## config.mk

```make
export PLATFORM = sky130hd
export DESIGN_NAME = mcc_ctrl
export DESIGN_NICKNAME = d
export VERILOG_FILES = /design/src/sv/mcc_pkg.sv /design/src/sv/mcc_ctrl.sv
export SDC_FILE = /design/constraint.sdc
export NUM_CORES = 1
export LEC_CHECK = 0
export ABC_AREA = 1
export BUFFER_PORTS_ARGS = -buffer_cell sky130_fd_sc_hd__buf_2
export CORE_AREA = 8 8 45 47
export CTS_BUF_LIST = sky130_fd_sc_hd__clkbuf_4
export CTS_CLUSTER_SIZE = 24
export DETAILED_ROUTE_END_ITERATION = 16
export DIE_AREA = 0 0 53 55
export PLACE_DENSITY_LB_ADDON = 0.25
export SLEW_MARGIN = 20
export SYNTH_ARGS = -nofsm -noshare
export SYNTH_HDL_FRONTEND = slang
export SYNTH_SLANG_ARGS = --single-unit
```

## constraint.sdc

```tcl
create_clock -name clk -period 1.3 [get_ports clk]
set_input_delay 0.065 -clock clk [delete_from_list [all_inputs] [get_ports clk]]
set_output_delay 0.065 -clock clk [all_outputs]
set_load 0.03 [all_outputs]
```

## src/sv/mcc_pkg.sv

```systemverilog
`timescale 1ns / 1ps
// ----------------------------------------------------------------------------
// mcc_pkg: shared types and constants of the convolution engine
// Holds the field widths, request and register codes, controller states and
// the command and status bundles between the controller and the datapath.
// ----------------------------------------------------------------------------
package mcc_pkg;

	localparam int REQ_W      = 2;
	localparam int IDX_W      = 6;
	localparam int PLANE_W    = 4;
	localparam int SHORT_W    = 16;
	localparam int BIAS_W     = 32;
	localparam int PROD_W     = 32;
	localparam int SUM_W      = 48;
	localparam int CFG_IDX_W  = 3;
	localparam int CFG_DATA_W = 7;
	localparam int SIZE_W     = 7;   // in_height, in_width, strides
	localparam int KSIZE_W    = 4;   // kernel_height, kernel_width
	localparam int COUNT_W    = 5;   // plane counts
	localparam int SPAN_W     = 14;  // stride * index + kernel size

	// request codes
	localparam logic [REQ_W-1:0] REQ_SAMPLE  = 2'd0;
	localparam logic [REQ_W-1:0] REQ_WEIGHT  = 2'd1;
	localparam logic [REQ_W-1:0] REQ_BIAS    = 2'd2;
	localparam logic [REQ_W-1:0] REQ_COMPUTE = 2'd3;

	// configuration register indexes
	localparam logic [CFG_IDX_W-1:0] CFG_IN_HEIGHT     = 3'd0;
	localparam logic [CFG_IDX_W-1:0] CFG_IN_WIDTH      = 3'd1;
	localparam logic [CFG_IDX_W-1:0] CFG_KERNEL_HEIGHT = 3'd2;
	localparam logic [CFG_IDX_W-1:0] CFG_KERNEL_WIDTH  = 3'd3;
	localparam logic [CFG_IDX_W-1:0] CFG_STRIDE_ROWS   = 3'd4;
	localparam logic [CFG_IDX_W-1:0] CFG_STRIDE_COLS   = 3'd5;
	localparam logic [CFG_IDX_W-1:0] CFG_IN_PLANES     = 3'd6;
	localparam logic [CFG_IDX_W-1:0] CFG_OUT_PLANES    = 3'd7;

	typedef enum logic [2:0] {
		ST_IDLE,
		ST_CHECK,
		ST_RUN,
		ST_DRAIN,
		ST_RESP
	} state_t;

	typedef struct packed {
		logic capture;   // latch the request beat
		logic write_en;  // commit a load that passed the range check
		logic start;     // clear tap counters, fetch bias
		logic step;      // issue one tap read, advance counters
		logic resp;      // load the result register
	} cmd_t;

	typedef struct packed {
		logic bad;
		logic is_compute;
		logic last_tap;
		logic pipe_busy;
		logic out_free;
	} sts_t;

endpackage

```

## src/sv/mcc_ctrl.sv

```systemverilog
`timescale 1ns / 1ps
// ----------------------------------------------------------------------------
// mcc_ctrl: request sequencer
// Takes one request at a time, has it range checked, runs the tap loop for
// compute requests and hands the result to the output register.
// ----------------------------------------------------------------------------
module mcc_ctrl (
	input  logic          clk,
	input  logic          arst_n,
	input  logic          req_valid,
	output logic          req_ready,
	input  mcc_pkg::sts_t sts,
	output mcc_pkg::cmd_t cmd
);
	import mcc_pkg::*;

	state_t state_q;
	state_t state_d;

	always_ff @(posedge clk or negedge arst_n) begin
		if (!arst_n) begin
			state_q <= ST_IDLE;
		end else begin
			state_q <= state_d;
		end
	end

	always_comb begin
		state_d   = state_q;
		cmd       = '0;
		req_ready = 1'b0;
		case (state_q)
			ST_IDLE: begin
				req_ready = 1'b1;
				if (req_valid) begin
					cmd.capture = 1'b1;
					state_d     = ST_CHECK;
				end
			end
			ST_CHECK: begin
				if (sts.is_compute && !sts.bad) begin
					cmd.start = 1'b1;
					state_d   = ST_RUN;
				end else begin
					cmd.write_en = 1'b1;
					state_d      = ST_RESP;
				end
			end
			ST_RUN: begin
				cmd.step = 1'b1;
				if (sts.last_tap) begin
					state_d = ST_DRAIN;
				end
			end
			ST_DRAIN: begin
				// wait for the read and multiply stages to empty
				if (!sts.pipe_busy) begin
					state_d = ST_RESP;
				end
			end
			ST_RESP: begin
				if (sts.out_free) begin
					cmd.resp = 1'b1;
					state_d  = ST_IDLE;
				end
			end
			default: begin
				state_d = ST_IDLE;
			end
		endcase
	end

endmodule

```

==> impl_metrics.ini <==
[finish]
drive_gt1_frac = 0.533
area_growth_syn_to_layout_pct = 66.3
largest_reg_flops = 3
biggestRegsByFlops = state_q: 3 flops
nets = 69
diodes = 0
top_register = state_q

[die]
die_area_um2 = 2920
die_w_um = 53
core_area_um2 = 1380
start_util = 0.188
pin_count = 14
die_h_um = 55
row_count = 14

[synthesis]
yosysTopAreaCellShare = 0.288
synth-seq-cells = 3
ys_seq_area_frac = 0.288
synth.distinct_cells = 16
yosys.area_share.simple = 0.457
synth_compound_gate_area_share = 0.0577
netlist_top_cells_area = dfrtp_1 (29%), nand2_1 (13%), inv_1 (10%)
synth_nets = 48
synthArstFlopShare = 1.00
yosys.area.top_type = dfrtp_1
syn_inst = 40
yosysMostFrequentCell = nand2_1
synth_edf_count = 0
synth_ff_type = dfrtp_1
synth_top_family_by_area = simple AND/OR/NAND/NOR gates
postSynthAreaPerCell_um2 = 6.51
synth_warnings = 0
syn_area_um2 = 260
synth_fa_ha_area_frac = 0
synth_xor_area_frac = 0
synth_commonest_cells = nand2_1 (9), inv_1 (7), nor2_1 (5)
synthMuxAreaShare = 0

[placed_design]
gp_congestion = 0.744
dpl.hpwl_um = 536
portBuffers = 13

[clocking]
cts.path.max_buffers = 2
cts_tree = done
cts_root_buf = clkbuf_4
clock_latency_ns = 0.23
h-tree-depth = 1
clock-sinks = 3
numCtsBuffers = 3
cts.clk_slew.worst_paths_ns = 0.04

[pwr]
vdd_drop_max_uv = 447
powerDensity_nw_per_um2 = 2450
p_int_mw = 0.537
switchingPower_mw = 0.523
cellLeakagePower_nw = 0.249
power_frac_clock = 0.170
seqPwrFrac = 0.211
power_mw = 1.06
comb_power_share = 0.620
swShare = 0.494

[setup_path]
rrSetupSlack_ns = 0.16
cp-end-kind = output port
crit_type = reg -> out
crit_arrival_ns = 1.19
path_cells = nor2_4, inv_2, nor3_2, clkbuf_4
crit_path_max_incr_delay_ns = 0.44
crit_slowest_cell = dfrtp_1
crit_path_start_kind = register
required_ns = 1.24
path_max_fanout = 5

[global_route]
antenna_found_initial = 0
first_global_vias = 255
grt_pass1_wl_um = 952
grt_overflow_total = 0
grt_use_total = 0.0416
grt_max_degree = 9

[sta]
skew_ns = 0.000812
max-slew-margin-rel = 0.857
finalSetupViolCount = 0
worst_pin_slew_ns = 0.214
fin_setup_tns_ns = 0
slew_viol_final = 0
hold_violations = 0
finalCritPeriodShare = 0.964
period_minus_slack_ns = 1.25
clock.fmax_ghz = 0.798
rsz0062_at_grt = no

[route]
num_vias = 289
wl_um = 664
drt_pre_antenna_iters = 1
drc = 0
initialDrtViolationCount = 0
wl_per_cell_um = 8.74
post_drt_via_cell_ratio = 3.80
ant_nets = 0

[outcome]
outcome = completed

[min_path]
min_path_type = in -> reg

[run]
drv_cap = 0
-- worst max-delay path: cells and delay by family, from the launching register on --
| kind | cells | cell delay [ns] |
|---|---|---|
| flops | 1 | 0.44 |
| simple gates | 2 | 0.24 |
| buf+inv | 2 | 0.28 |
-- cell families (layout without fill, tap and decap cells) --
family	count (synthesis)	after routing
buffers and inverters	11	31
flip-flops	3	3
AO/OA/AOI/OAI	2	2
AND/OR/NAND/NOR	24	24
-- layer usage --
layer,vias to the layer above,wire length [um],global-route usage
li1,161,-,-
met1,119,299,0.0487
met2,9,313,0.0684
met3,0,51,0.00802
met4,0,0,0.0259
met5,-,0,0
-- what timing repair did --
action | in CTS | in global routing
hold endpoints to repair | 3 | 0
resized for setup | 2 | 7
hold buffers | 1 | 0
gates cloned | 0 | 0
pin swaps | 0 | 2
setup endpoints to repair | 5 | 6
setup buffers | 0 | 3
-- layout by cell type, fill, tap and decap left out --
cell type      netlist  final
nand2_1              9      9
nand3_2              1      1
nor3_2               0      1
dfrtp_1              3      2
nor2_4               1      2
buf_6                1      1
a211oi_2             0      1
nand2_2              1      1
nor2_2               2      1
nand3_1              3      3
buf_4                0      5
clkbuf_4             0      5
inv_2                2      2
inv_1                7      7
dfrtp_2              0      1
inv_4                1      1
nor2_1               5      5
buf_2                0      9
nor4_2               0      1
o21bai_1             1      1
dlygate4sd3_1        0      1
-- per-stage QoR --
step	setup WS [ns]	cells	utilization	area (um^2)	hold WS, ns
3_5_place_dp	0.173	68	0.253	350	-0.138
6_report	0.0471	76	0.313	433	0.152
5_1_grt	0.00241	76	0.313	433	0.162
3_3_place_gp	0.143	68	0.253	350	-0.139
4_1_cts	0.00226	73	0.287	397	0.151
2_1_floorplan	0.0951	40	-	277	-0.231
-- power groups by stage --
stage / combinational, mW / clock [mW] / sequential (mW)
CTS: 0.562 / 0.184 / 0.234
floorplan: 0.500 / 0 / 0.172
global route: 0.720 / 0.192 / 0.230
detailed placement: 0.553 / 0 / 0.222
global placement: 0.555 / 0 / 0.226
finish: 0.657 / 0.180 / 0.223
-- worst paths after layout --
| kind | from | endpoint | cells after the start |
|---|---|---|---|
| worst max-delay path | state_q[0] | cmd[4] | 4 |
| min in group asynchronous | arst_n | state_q[2] | 2 |
| worst max register to register | state_q[1] | state_q[2] | 8 |
| worst min-delay path | sts[1] | state_q[0] | 5 |
| max in group asynchronous | arst_n | state_q[1] | 2 |
| worst min register to register | state_q[2] | state_q[2] | 2 |
-- area by class of cell --
class	count	area [um^2]
inverter	10	40.0
clock buffer	4	30.0
timing repair buffer	17	111
multi-input combinational	26	155
sequential	3	76.3
tap	16	20.0
fill	165	951
Power figures use the tool's default switching activity.
